<file path="config.mk">
export PLATFORM = sky130hd
export DESIGN_NAME = ordered_list_engine_flat
export DESIGN_NICKNAME = d
export VERILOG_FILES = /design/src/olist_pkg.sv /design/src/olist_ifs.sv /design/src/ordered_list_engine.sv /design/src/olist_ctrl.sv /design/src/olist_datapath.sv /design/src/flat_wrapper.sv
export SDC_FILE = /design/constraint.sdc
export NUM_CORES = 1
export LEC_CHECK = 0
export CORE_ASPECT_RATIO = 1.2
export CORE_UTILIZATION = 55
export DETAILED_ROUTE_END_ITERATION = 10
export DONT_BUFFER_PORTS = 1
export PLACE_DENSITY = 0.69
export SKIP_LAST_GASP = 1
export SYNTH_ARGS = -nofsm -noshare
export SYNTH_HDL_FRONTEND = slang
export SYNTH_HIERARCHICAL = 1
export SYNTH_SLANG_ARGS = --single-unit
</file>
<file path="constraint.sdc">
create_clock -name clock -period 10.7 [get_ports clock]
set_input_delay 0.535 -clock clock [delete_from_list [all_inputs] [get_ports clock]]
set_output_delay 0.535 -clock clock [all_outputs]
set_load 0.01 [all_outputs]
</file>
<file path="src/olist_pkg.sv">
`timescale 1ns / 1ps
`default_nettype none
// ---------------------------------------------------------------------------
// Ordered list engine package
// Shared sizes, operation and status codes, and the command and status
// words that pass between the controller and the datapath.
// ---------------------------------------------------------------------------
package olist_pkg;

   // Store size and the widths that follow from it.
   localparam int CAPACITY = 64;
   localparam int IDX_W    = (CAPACITY > 1) ? $clog2(CAPACITY) : 1;
   localparam int LEN_W    = $clog2(CAPACITY + 1);

   // Field widths of the request and response words.
   localparam int OP_W  = 3;
   localparam int FLD_W = 7;
   localparam int ST_W  = 3;
   localparam int CNT_W = 7;

   // Width that holds both a position and a length plus one without overflow.
   localparam int CMP_W = ((LEN_W > FLD_W) ? LEN_W : FLD_W) + 1;

   // Largest value the store accepts.
   localparam logic [FLD_W-1:0] MAX_VALUE = FLD_W'(100);

   // Operation codes.
   localparam logic [OP_W-1:0] OP_INSERT = OP_W'(0);
   localparam logic [OP_W-1:0] OP_DELETE = OP_W'(1);
   localparam logic [OP_W-1:0] OP_FILTER = OP_W'(2);
   localparam logic [OP_W-1:0] OP_CLEAR  = OP_W'(3);
   localparam logic [OP_W-1:0] OP_READ   = OP_W'(4);

   // Status codes.
   localparam logic [ST_W-1:0] ST_OK        = ST_W'(0);
   localparam logic [ST_W-1:0] ST_BAD_VALUE = ST_W'(1);
   localparam logic [ST_W-1:0] ST_BAD_POS   = ST_W'(2);
   localparam logic [ST_W-1:0] ST_EMPTY     = ST_W'(3);
   localparam logic [ST_W-1:0] ST_FULL      = ST_W'(4);

   // Commands from the controller to the datapath.
   typedef struct packed {
      logic load;
      logic step;
      logic finish;
   } olist_cmd_type;

   // Status from the datapath to the controller.
   typedef struct packed {
      logic scan_done;
      logic out_free;
   } olist_stat_type;

endpackage
`default_nettype wire

</file>
<file path="src/olist_ifs.sv">
`timescale 1ns / 1ps
`default_nettype none
// ---------------------------------------------------------------------------
// Ordered list engine channels
// Request and response channels with a valid/ready handshake; a word moves
// at a rising edge where valid and ready are both high.
// ---------------------------------------------------------------------------
interface olist_req_if;
   import olist_pkg::*;

   logic             valid;
   logic             ready;
   logic [OP_W-1:0]  opcode;
   logic [FLD_W-1:0] position;
   logic [FLD_W-1:0] value;
   logic [FLD_W-1:0] threshold;

   modport source (output valid, output opcode, output position, output value,
                   output threshold, input ready);
   modport sink   (input valid, input opcode, input position, input value,
                   input threshold, output ready);
endinterface

interface olist_rsp_if;
   import olist_pkg::*;

   logic             valid;
   logic             ready;
   logic [ST_W-1:0]  status;
   logic [CNT_W-1:0] count;
   logic [FLD_W-1:0] read_value;

   modport source (output valid, output status, output count, output read_value,
                   input ready);
   modport sink   (input valid, input status, input count, input read_value,
                   output ready);
endinterface
`default_nettype wire

</file>
<file path="src/ordered_list_engine.sv">
`timescale 1ns / 1ps
`default_nettype none
// ---------------------------------------------------------------------------
// Ordered list engine
// Ordered store of small values edited by positional insert, delete,
// threshold filter, clear and read requests; one response word per request.
// ---------------------------------------------------------------------------
// Usage:
//   req_chan carries one request word (opcode, position, value, threshold);
//   rsp_chan returns exactly one word (status, count, read_value) for it.
//   Requests are handled one at a time. After a word is accepted the block
//   scans the entry memory, one entry per cycle through its single read
//   port and single write port, then writes the response register.
//   Each request touches N entries: length - position + 1 for insert,
//   length - position for delete, length for filter and one for read;
//   N is zero for clear, a rejected request and an insert at the tail.
//   req_chan.ready rises in the cycle the response word becomes valid.
//   If rsp_chan stalls, the next request finishes its scan and then
//   holds until the waiting word is taken.
//   Reset empties the list (length zero); memory contents are left as is.
// ---------------------------------------------------------------------------
module ordered_list_engine (
   input wire logic   clock,
   input wire logic   reset,
   olist_req_if.sink  req_chan,
   olist_rsp_if.source rsp_chan
);
   import olist_pkg::*;

   olist_cmd_type  cmd;
   olist_stat_type stat;

   // Request sequencing.
   olist_ctrl u_ctrl (
      .clock     (clock),
      .reset     (reset),
      .req_valid (req_chan.valid),
      .req_ready (req_chan.ready),
      .stat      (stat),
      .cmd       (cmd)
   );

   // Store, checks and response register.
   olist_datapath u_datapath (
      .clock          (clock),
      .reset          (reset),
      .cmd            (cmd),
      .stat           (stat),
      .req_opcode     (req_chan.opcode),
      .req_position   (req_chan.position),
      .req_value      (req_chan.value),
      .req_threshold  (req_chan.threshold),
      .rsp_ready      (rsp_chan.ready),
      .rsp_valid      (rsp_chan.valid),
      .rsp_status     (rsp_chan.status),
      .rsp_count      (rsp_chan.count),
      .rsp_read_value (rsp_chan.read_value)
   );

`ifndef SYNTHESIS
   // Only one request is in work at a time.
   a_one_in_flight: assert property (@(posedge clock) disable iff (reset)
      req_chan.valid && req_chan.ready |=> !req_chan.ready)
      else $error("request accepted while another is in work");

   // A read value is only returned by a successful read.
   a_value_ok: assert property (@(posedge clock) disable iff (reset)
      rsp_chan.valid && (rsp_chan.read_value != '0) |-> rsp_chan.status == ST_OK)
      else $error("nonzero read value with error status");

   // Status is always a defined code.
   a_status_code: assert property (@(posedge clock) disable iff (reset)
      rsp_chan.valid |-> rsp_chan.status <= ST_FULL)
      else $error("undefined status code");
`endif

endmodule
`default_nettype wire

</file>
<file path="src/olist_ctrl.sv">
`timescale 1ns / 1ps
`default_nettype none
// ---------------------------------------------------------------------------
// Ordered list engine controller
// Sequences one request at a time: accept, scan the store, then post the
// response word into the output register.
// ---------------------------------------------------------------------------
module olist_ctrl (
   input  wire logic                     clock,
   input  wire logic                     reset,
   input  wire logic                     req_valid,
   output logic                          req_ready,
   input  olist_pkg::olist_stat_type     stat,
   output olist_pkg::olist_cmd_type      cmd
);
   import olist_pkg::*;

   typedef enum logic [1:0] {
      S_IDLE,
      S_SCAN,
      S_FINISH
   } state_type;

   state_type state_ff;

   // A new word is taken only between requests.
   assign req_ready = (state_ff == S_IDLE);

   // Commands follow directly from the state, gated by req_valid and out_free.
   always_comb begin
      cmd.load   = (state_ff == S_IDLE) && req_valid;
      cmd.step   = (state_ff == S_SCAN);
      cmd.finish = (state_ff == S_FINISH) && stat.out_free;
   end

   // State register.
   always_ff @(posedge clock) begin
      if (reset) begin
         state_ff <= S_IDLE;
      end else begin
         case (state_ff)
            S_IDLE: begin
               if (req_valid) begin
                  state_ff <= S_SCAN;
               end
            end
            S_SCAN: begin
               if (stat.scan_done) begin
                  state_ff <= S_FINISH;
               end
            end
            S_FINISH: begin
               if (stat.out_free) begin
                  state_ff <= S_IDLE;
               end
            end
            default: begin
               state_ff <= S_IDLE;
            end
         endcase
      end
   end

endmodule
`default_nettype wire

</file>
<file path="src/olist_datapath.sv">
`timescale 1ns / 1ps
`default_nettype none
// ---------------------------------------------------------------------------
// Ordered list engine datapath
// Holds the entry memory, the length, the request checks, the scan pointers
// that shift or compact entries one per cycle, and the response register.
// ---------------------------------------------------------------------------
module olist_datapath (
   input  wire logic                             clock,
   input  wire logic                             reset,
   input  olist_pkg::olist_cmd_type              cmd,
   output olist_pkg::olist_stat_type             stat,
   input  wire logic [olist_pkg::OP_W-1:0]       req_opcode,
   input  wire logic [olist_pkg::FLD_W-1:0]      req_position,
   input  wire logic [olist_pkg::FLD_W-1:0]      req_value,
   input  wire logic [olist_pkg::FLD_W-1:0]      req_threshold,
   input  wire logic                             rsp_ready,
   output logic                                  rsp_valid,
   output logic [olist_pkg::ST_W-1:0]            rsp_status,
   output logic [olist_pkg::CNT_W-1:0]           rsp_count,
   output logic [olist_pkg::FLD_W-1:0]           rsp_read_value
);
   import olist_pkg::*;

   typedef enum logic [2:0] {
      PLAN_NONE,
      PLAN_INS,
      PLAN_DEL,
      PLAN_FILT,
      PLAN_CLR,
      PLAN_READ
   } plan_type;

   // Entry memory and its registered read data.
   logic [FLD_W-1:0] mem_ff [CAPACITY];
   logic [FLD_W-1:0] rd_data_ff;
   logic             rd_en;
   logic             wr_en;
   logic [IDX_W-1:0] wr_addr;
   logic [FLD_W-1:0] wr_data;

   // Control registers.
   logic [LEN_W-1:0] len_ff, len_in;
   logic [LEN_W-1:0] rem_ff, rem_in;
   logic             pend_ff, pend_in;
   logic             rsp_valid_ff, rsp_valid_in;

   // Request and scan registers.
   plan_type         plan_ff, plan_in;
   logic [ST_W-1:0]  stat_ff, stat_in;
   logic [FLD_W-1:0] pos_ff, pos_in;
   logic [FLD_W-1:0] val_ff, val_in;
   logic [FLD_W-1:0] thr_ff, thr_in;
   logic [IDX_W-1:0] ptr_ff, ptr_in;
   logic [IDX_W-1:0] raddr_ff, raddr_in;
   logic [LEN_W-1:0] kept_ff, kept_in;
   logic [ST_W-1:0]  rsp_status_ff, rsp_status_in;
   logic [CNT_W-1:0] rsp_count_ff, rsp_count_in;
   logic [FLD_W-1:0] rsp_value_ff, rsp_value_in;

   // Request check results.
   plan_type         ld_plan;
   logic [ST_W-1:0]  ld_stat;
   logic [IDX_W-1:0] ld_ptr;
   logic [LEN_W-1:0] ld_rem;
   logic [CMP_W-1:0] len_w;
   logic [CMP_W-1:0] pos_w;

   assign len_w = CMP_W'(len_ff);
   assign pos_w = CMP_W'(req_position);

   // Status back to the controller.
   assign stat.scan_done = (rem_ff == '0) && !pend_ff;
   assign stat.out_free  = !rsp_valid_ff || rsp_ready;

   assign rsp_valid      = rsp_valid_ff;
   assign rsp_status     = rsp_status_ff;
   assign rsp_count      = rsp_count_ff;
   assign rsp_read_value = rsp_value_ff;

   // Check the incoming request and plan its scan: start index and number of reads.
   always_comb begin
      ld_plan = PLAN_NONE;
      ld_stat = ST_OK;
      ld_ptr  = '0;
      ld_rem  = '0;
      case (req_opcode)
         OP_INSERT: begin
            if (req_value > MAX_VALUE) begin
               ld_stat = ST_BAD_VALUE;
            end else if (pos_w == '0 || pos_w > len_w + CMP_W'(1)) begin
               ld_stat = ST_BAD_POS;
            end else if (len_w == CMP_W'(CAPACITY)) begin
               ld_stat = ST_FULL;
            end else begin
               // Shift entries from the tail down to the insert point.
               ld_plan = PLAN_INS;
               ld_ptr  = IDX_W'(len_w - CMP_W'(1));
               ld_rem  = LEN_W'(len_w + CMP_W'(1) - pos_w);
            end
         end
         OP_DELETE: begin
            if (len_w == '0) begin
               ld_stat = ST_EMPTY;
            end else if (pos_w == '0 || pos_w > len_w) begin
               ld_stat = ST_BAD_POS;
            end else begin
               // Shift the entries after the removed one down by one.
               ld_plan = PLAN_DEL;
               ld_ptr  = IDX_W'(pos_w);
               ld_rem  = LEN_W'(len_w - pos_w);
            end
         end
         OP_FILTER: begin
            if (len_w == '0) begin
               ld_stat = ST_EMPTY;
            end else begin
               ld_plan = PLAN_FILT;
               ld_rem  = len_ff;
            end
         end
         OP_CLEAR: begin
            ld_plan = PLAN_CLR;
         end
         OP_READ: begin
            if (len_w == '0) begin
               ld_stat = ST_EMPTY;
            end else if (pos_w == '0 || pos_w > len_w) begin
               ld_stat = ST_BAD_POS;
            end else begin
               ld_plan = PLAN_READ;
               ld_ptr  = IDX_W'(pos_w - CMP_W'(1));
               ld_rem  = LEN_W'(1);
            end
         end
         default: begin
            ld_plan = PLAN_NONE;
         end
      endcase
   end

   // Next-state logic for load, scan and finish.
   always_comb begin
      len_in        = len_ff;
      rem_in        = rem_ff;
      pend_in       = pend_ff;
      rsp_valid_in  = rsp_valid_ff;
      plan_in       = plan_ff;
      stat_in       = stat_ff;
      pos_in        = pos_ff;
      val_in        = val_ff;
      thr_in        = thr_ff;
      ptr_in        = ptr_ff;
      raddr_in      = raddr_ff;
      kept_in       = kept_ff;
      rsp_status_in = rsp_status_ff;
      rsp_count_in  = rsp_count_ff;
      rsp_value_in  = rsp_value_ff;
      rd_en         = 1'b0;
      wr_en         = 1'b0;
      wr_addr       = '0;
      wr_data       = rd_data_ff;

      // Latch the request and its plan.
      if (cmd.load) begin
         plan_in = ld_plan;
         stat_in = ld_stat;
         pos_in  = req_position;
         val_in  = req_value;
         thr_in  = req_threshold;
         ptr_in  = ld_ptr;
         rem_in  = ld_rem;
         pend_in = 1'b0;
         kept_in = '0;
      end

      // One read issued per cycle; the earlier read is written back for insert, delete and kept filter entries.
      if (cmd.step) begin
         pend_in = (rem_ff != '0);
         if (rem_ff != '0) begin
            rd_en    = 1'b1;
            raddr_in = ptr_ff;
            rem_in   = rem_ff - LEN_W'(1);
            if (plan_ff == PLAN_INS) begin
               ptr_in = ptr_ff - IDX_W'(1);
            end else begin
               ptr_in = ptr_ff + IDX_W'(1);
            end
         end
         if (pend_ff) begin
            case (plan_ff)
               PLAN_INS: begin
                  wr_en   = 1'b1;
                  wr_addr = raddr_ff + IDX_W'(1);
               end
               PLAN_DEL: begin
                  wr_en   = 1'b1;
                  wr_addr = raddr_ff - IDX_W'(1);
               end
               PLAN_FILT: begin
                  // Keep entries below the threshold, packed from the front.
                  if (rd_data_ff < thr_ff) begin
                     wr_en   = 1'b1;
                     wr_addr = IDX_W'(kept_ff);
                     kept_in = kept_ff + LEN_W'(1);
                  end
               end
               default: begin
                  wr_en = 1'b0;
               end
            endcase
         end
      end

      // Response word and length update.
      if (cmd.finish) begin
         rsp_status_in = stat_ff;
         rsp_count_in  = CNT_W'(len_ff);
         rsp_value_in  = '0;
         case (plan_ff)
            PLAN_INS: begin
               wr_en        = 1'b1;
               wr_addr      = IDX_W'(pos_ff - FLD_W'(1));
               wr_data      = val_ff;
               len_in       = len_ff + LEN_W'(1);
               rsp_count_in = CNT_W'(len_ff + LEN_W'(1));
            end
            PLAN_DEL: begin
               len_in       = len_ff - LEN_W'(1);
               rsp_count_in = CNT_W'(len_ff - LEN_W'(1));
            end
            PLAN_FILT: begin
               len_in       = kept_ff;
               rsp_count_in = CNT_W'(len_ff - kept_ff);
            end
            PLAN_CLR: begin
               len_in = '0;
            end
            PLAN_READ: begin
               rsp_value_in = rd_data_ff;
            end
            default: begin
               len_in = len_ff;
            end
         endcase
      end

      // The output register fills on finish and drains when the word is taken.
      if (cmd.finish) begin
         rsp_valid_in = 1'b1;
      end else if (rsp_valid_ff && rsp_ready) begin
         rsp_valid_in = 1'b0;
      end
   end

   // Control registers.
   always_ff @(posedge clock) begin
      if (reset) begin
         len_ff       <= '0;
         rem_ff       <= '0;
         pend_ff      <= 1'b0;
         rsp_valid_ff <= 1'b0;
      end else begin
         len_ff       <= len_in;
         rem_ff       <= rem_in;
         pend_ff      <= pend_in;
         rsp_valid_ff <= rsp_valid_in;
      end
   end

   // Payload registers.
   always_ff @(posedge clock) begin
      plan_ff       <= plan_in;
      stat_ff       <= stat_in;
      pos_ff        <= pos_in;
      val_ff        <= val_in;
      thr_ff        <= thr_in;
      ptr_ff        <= ptr_in;
      raddr_ff      <= raddr_in;
      kept_ff       <= kept_in;
      rsp_status_ff <= rsp_status_in;
      rsp_count_ff  <= rsp_count_in;
      rsp_value_ff  <= rsp_value_in;
   end

   // Entry memory: one write and one registered read per cycle.
   always_ff @(posedge clock) begin
      if (wr_en) begin
         mem_ff[wr_addr] <= wr_data;
      end
      if (rd_en) begin
         rd_data_ff <= mem_ff[ptr_ff];
      end
   end

endmodule
`default_nettype wire

</file>
<file path="src/flat_wrapper.sv">
// flat-port wrapper written by rule: the top's interface ports become plain ports
module ordered_list_engine_flat import olist_pkg::*;
  (clock, reset, req_chan_valid, req_chan_opcode, req_chan_position, req_chan_value, req_chan_threshold, req_chan_ready, rsp_chan_valid, rsp_chan_status, rsp_chan_count, rsp_chan_read_value, rsp_chan_ready);
  olist_req_if req_chan_i ();
  olist_rsp_if rsp_chan_i ();
  input wire logic clock;
  input wire logic reset;
  input wire logic [$bits(req_chan_i.valid)-1:0] req_chan_valid;
  input wire logic [$bits(req_chan_i.opcode)-1:0] req_chan_opcode;
  input wire logic [$bits(req_chan_i.position)-1:0] req_chan_position;
  input wire logic [$bits(req_chan_i.value)-1:0] req_chan_value;
  input wire logic [$bits(req_chan_i.threshold)-1:0] req_chan_threshold;
  output wire logic [$bits(req_chan_i.ready)-1:0] req_chan_ready;
  output wire logic [$bits(rsp_chan_i.valid)-1:0] rsp_chan_valid;
  output wire logic [$bits(rsp_chan_i.status)-1:0] rsp_chan_status;
  output wire logic [$bits(rsp_chan_i.count)-1:0] rsp_chan_count;
  output wire logic [$bits(rsp_chan_i.read_value)-1:0] rsp_chan_read_value;
  input wire logic [$bits(rsp_chan_i.ready)-1:0] rsp_chan_ready;
  assign req_chan_i.valid = req_chan_valid;
  assign req_chan_i.opcode = req_chan_opcode;
  assign req_chan_i.position = req_chan_position;
  assign req_chan_i.value = req_chan_value;
  assign req_chan_i.threshold = req_chan_threshold;
  assign req_chan_ready = req_chan_i.ready;
  assign rsp_chan_valid = rsp_chan_i.valid;
  assign rsp_chan_status = rsp_chan_i.status;
  assign rsp_chan_count = rsp_chan_i.count;
  assign rsp_chan_read_value = rsp_chan_i.read_value;
  assign rsp_chan_i.ready = rsp_chan_ready;
  ordered_list_engine u_core (.clock(clock), .reset(reset), .req_chan(req_chan_i), .rsp_chan(rsp_chan_i));
endmodule
</file>
==> out/metrics.cfg <==
[clock_tree]
h_tree_levels = 2
clkTransAtPathRegs_ns = 0.07
cts_setup_buffers = 0
worstSkewPairLatency_ns = 0.60
ctsRootBufferMaster = sky130_fd_sc_hd__clkbuf_16
holdBufCountCts = 20
clkSinkCount = 535
cts_tree = yes
post_cts_resize_count = 0
cts-buffers-inserted = 52
cts_max_path_buffers = 3

[floorplan]
dieArea_um2 = 44300
placementRows = 83
design.core.area_um2 = 42800
io-pin-count = 47
fp.dieW_um = 192
initial_utilization_pct = 55.8
dieHeight_um = 230

[power_and_ir_drop]
netSwitchingPower_mw = 1.04
worst_ir_drop_vdd_mv = 0.157
leakagePower_nw = 8.32
power_frac_clock_pct = 39.4
power_switching_share_pct = 22.4
p_total_mw = 4.63
cellPowerDensity_nw_per_um2 = 176
power.share.sequential_pct = 50.3
internal_power_mw = 3.60
combinational_share_of_power_pct = 10.3

[global_route]
antenna_found_initial = 0
grt_overflow_total = 0
pin_count_of_the_biggest_net_entering_global_routing = 70
grt_pass1_vias = 13400
grt_pass1_wl_um = 85400
track_usage_pct = 26.4

[setup_path]
critical_path_required_ns = 10.92
critPathKind = reg2reg
endpoint_kind = flip-flop
critical_path_arrival_ns = 5.21
critical_path.startpoint_type = flip-flop
worst-path-max-fanout = 30

[final_layout]
final.fill_count = 3091
final_layout_size_suffix_gt1_share_pct = 19.1
num_antenna_cells = 0
nNetsFinal = 1553
layout.cells.non_filler = 2067
synthToLayoutAreaGrowth_pct = 10.3
final_design_area_no_fill_um2 = 26300
fin_util_pct = 61.6

[timing]
timing.slew.headroom_pct = 9.13
fmaxAchievable_mhz = 200
hold_viol = 0
setup_ws_ns = 5.71
fin_setup_tns_ns = 0
post-route-min-period_ns = 4.99
final-max-slew-violation-count = 0
hold_slack_ns = 0.0345
setup_repair_after_global_routing_missed_its_margin = no
post_route_clock_skew_ns = 0.0301
setup_viol = 0
timing_worst_slew_pin_value_ns = 1.35
fin_crit_sh_pct = 46.7

[detailed_routing]
post-route-drc-count = 0
totalWireLength_um = 57000
initialDrtViolationCount = 1331
detail-route-antenna-nets = 0
detailroute.via_count = 13700
viasPerCell = 6.63
first_pass_iteration_count_of_the_detailed_router = 7
routed_wire_length_per_instance_um = 27.6

[run]
maxCapViolations = 0

[yosys]
synth_fa_ha_area_share_pct = 2.69
synth_seq_area_share_pct = 66.0
edff_count_synth = 504
ys_seq_elements = 535
synth_area_in_compound_gates_pct = 6.94
ys.warnings.count = 6
postSynthNetCount = 1532
post_synth_mux_area_share_pct = 13.7
avgSynthCellArea_um2 = 16.4
synth_top_family_by_area = multiplexers
synth_simple_gate_area_share_pct = 7.26
netlist_instances = 1455
synth_xor_area_share_pct = 1.14
yosys.cell_types.count = 88
synthArstFlopShare_pct = 0
synth.cell_area_um2 = 23900
synth_top_flop_cell = sky130_fd_sc_hd__edfxtp_1

[placed_design]
dpl_cell_area_um2 = 24400
dpl.cell_count = 1954
port_buffers = 0
dp_slack_ns = 5.81
gp_congestion = 0.933
hpwl_um = 36900

[status]
outcome = complete, no violations

[min_path]
hold_path.class = in2reg

[flip-flops by register name, indices dropped and copies added (netlist names)]
name	cells
u_core/u_datapath/val_ff	7
u_core/u_datapath/rd_data_ff	7
u_core/u_datapath/rsp_status	3
u_core/u_datapath/thr_ff	7
u_core/u_ctrl/state_ff	2
u_core/u_datapath/rsp_read_value	7
u_core/u_datapath/rsp_valid	1
u_core/u_datapath/raddr_ff	6
u_core/u_datapath/rem_ff	7
u_core/u_datapath/stat_ff	3
u_core/u_datapath/pos_ff	6
u_core/u_datapath/len_ff	7
u_core/u_datapath/plan_ff	3
u_core/u_datapath/pend_ff	1
u_core/u_datapath/mem_ff	448
u_core/u_datapath/ptr_ff	6
u_core/u_datapath/kept_ff	7
u_core/u_datapath/rsp_count	7
[final timing paths]
check | endpoint | start | cells past startpoint | slack (ns)
worst max-delay path | u_core/u_datapath/mem_ff[6][2]$_DFFE_PP_ | u_core/u_datapath/plan_ff[2]$_DFFE_PP_ | 10 | 5.71
worst min-delay path | u_core/u_datapath/pos_ff[1]$_DFFE_PP_ | req_chan_position[1] | 0 | 0.03
worst max register to register | u_core/u_datapath/mem_ff[6][2]$_DFFE_PP_ | u_core/u_datapath/plan_ff[2]$_DFFE_PP_ | 10 | 5.71
worst min register to register | u_core/u_datapath/rsp_status[2]$_DFFE_PP_ | u_core/u_datapath/stat_ff[2]$_DFFE_PP_ | 0 | 0.43
[worst max-delay path, stage by stage (launching register included)]
cell                       delay (ns)
sky130_fd_sc_hd__edfxtp_1        0.73
sky130_fd_sc_hd__or3b_1          0.66
sky130_fd_sc_hd__xnor2_1         0.19
sky130_fd_sc_hd__ha_1            0.25
sky130_fd_sc_hd__nor3_1          0.22
sky130_fd_sc_hd__o211ai_1        0.12
sky130_fd_sc_hd__xor2_1          0.19
sky130_fd_sc_hd__a221oi_2        0.24
sky130_fd_sc_hd__buf_4           0.25
sky130_fd_sc_hd__nand4_1         0.69
sky130_fd_sc_hd__nor3_1          1.05
[power groups by stage]
stage               registers [mW]  logic [mW]  clock network [mW]
detailed placement            2.38       0.467                   0
floorplan                     2.34       0.399                   0
finish                        2.33       0.476                1.83
global route                  2.34       0.506                1.93
global placement              2.38       0.463                   0
CTS                           2.33       0.478                1.86
[cell families after synthesis]
kind of cell    after synthesis
compound gates              231
xor+xnor                     31
fa+ha+maj                    49
buf+inv                     128
flops                       535
mux                         152
simple gates                329
[placed cells by master, fill, tap and decap left out, types with 11 or more instances in the layout]
master / Yosys / final
sky130_fd_sc_hd__nor4_1: 11 / 11
sky130_fd_sc_hd__and3_1: 11 / 11
sky130_fd_sc_hd__edfxtp_1: 504 / 504
sky130_fd_sc_hd__nand3_1: 30 / 30
sky130_fd_sc_hd__nor2_1: 69 / 68
sky130_fd_sc_hd__xnor2_1: 22 / 22
sky130_fd_sc_hd__o21ai_0: 48 / 48
sky130_fd_sc_hd__nand2_1: 54 / 54
sky130_fd_sc_hd__dlygate4sd3_1: 0 / 20
sky130_fd_sc_hd__a21oi_1: 49 / 49
sky130_fd_sc_hd__buf_4: 4 / 24
sky130_fd_sc_hd__clkbuf_16: 0 / 54
sky130_fd_sc_hd__ha_1: 45 / 45
sky130_fd_sc_hd__mux4_2: 140 / 140
sky130_fd_sc_hd__nor2b_1: 12 / 12
sky130_fd_sc_hd__inv_1: 48 / 48
sky130_fd_sc_hd__clkinv_1: 0 / 13
sky130_fd_sc_hd__a22oi_1: 15 / 15
sky130_fd_sc_hd__nor3_1: 67 / 67
sky130_fd_sc_hd__dfxtp_1: 31 / 28
[synthesized netlist by cell type, types with 9 or more instances]
cell type	instances	share of area (%)
sky130_fd_sc_hd__o21ai_0	48	1.0
sky130_fd_sc_hd__mux4_2	140	13
sky130_fd_sc_hd__nor4_1	11	0.29
sky130_fd_sc_hd__o21a_1	11	0.35
sky130_fd_sc_hd__dfxtp_1	31	2.6
sky130_fd_sc_hd__xor2_1	9	0.33
sky130_fd_sc_hd__ha_1	45	2.4
sky130_fd_sc_hd__nand2_1	54	0.85
sky130_fd_sc_hd__a211oi_1	10	0.31
sky130_fd_sc_hd__nor2b_1	12	0.31
sky130_fd_sc_hd__inv_1	48	0.75
sky130_fd_sc_hd__a21oi_1	49	1.0
sky130_fd_sc_hd__a22oi_1	15	0.47
sky130_fd_sc_hd__nand2b_1	10	0.26
sky130_fd_sc_hd__nor3_1	67	1.4
sky130_fd_sc_hd__clkbuf_1	47	0.74
sky130_fd_sc_hd__a221oi_1	10	0.37
sky130_fd_sc_hd__nor2_1	69	1.1
sky130_fd_sc_hd__edfxtp_1	504	63
sky130_fd_sc_hd__and3_1	11	0.29
sky130_fd_sc_hd__xnor2_1	22	0.81
sky130_fd_sc_hd__nand3_1	30	0.63
sky130_fd_sc_hd__buf_2	21	0.44
[area by class of cell]
| class | count | area [um2] | share of cell area (%) |
|---|---|---|---|
| flip-flops and latches | 535 | 15800 | 59.9 |
| clock buffers | 60 | 1370 | 5.22 |
| repair buffers | 44 | 380 | 1.44 |
| multi-input cells | 792 | 7610 | 28.9 |
| well taps | 552 | 691 | 2.62 |
| inverters | 51 | 191 | 0.727 |
| clock inverters | 33 | 328 | 1.24 |
[routing by layer]
| layer | global-route usage (%) | up-vias | share of wire, % |
|---|---|---|---|
| met5 | 0 | - | 0 |
| met4 | 11.4 | 0 | 4.3 |
| met3 | 4.47 | 117 | 7.0 |
| met2 | 43.1 | 657 | 50 |
| met1 | 35.1 | 7004 | 39 |
| li1 | - | 5922 | - |
No activity file was read; power rests on OpenSTA's default activity.
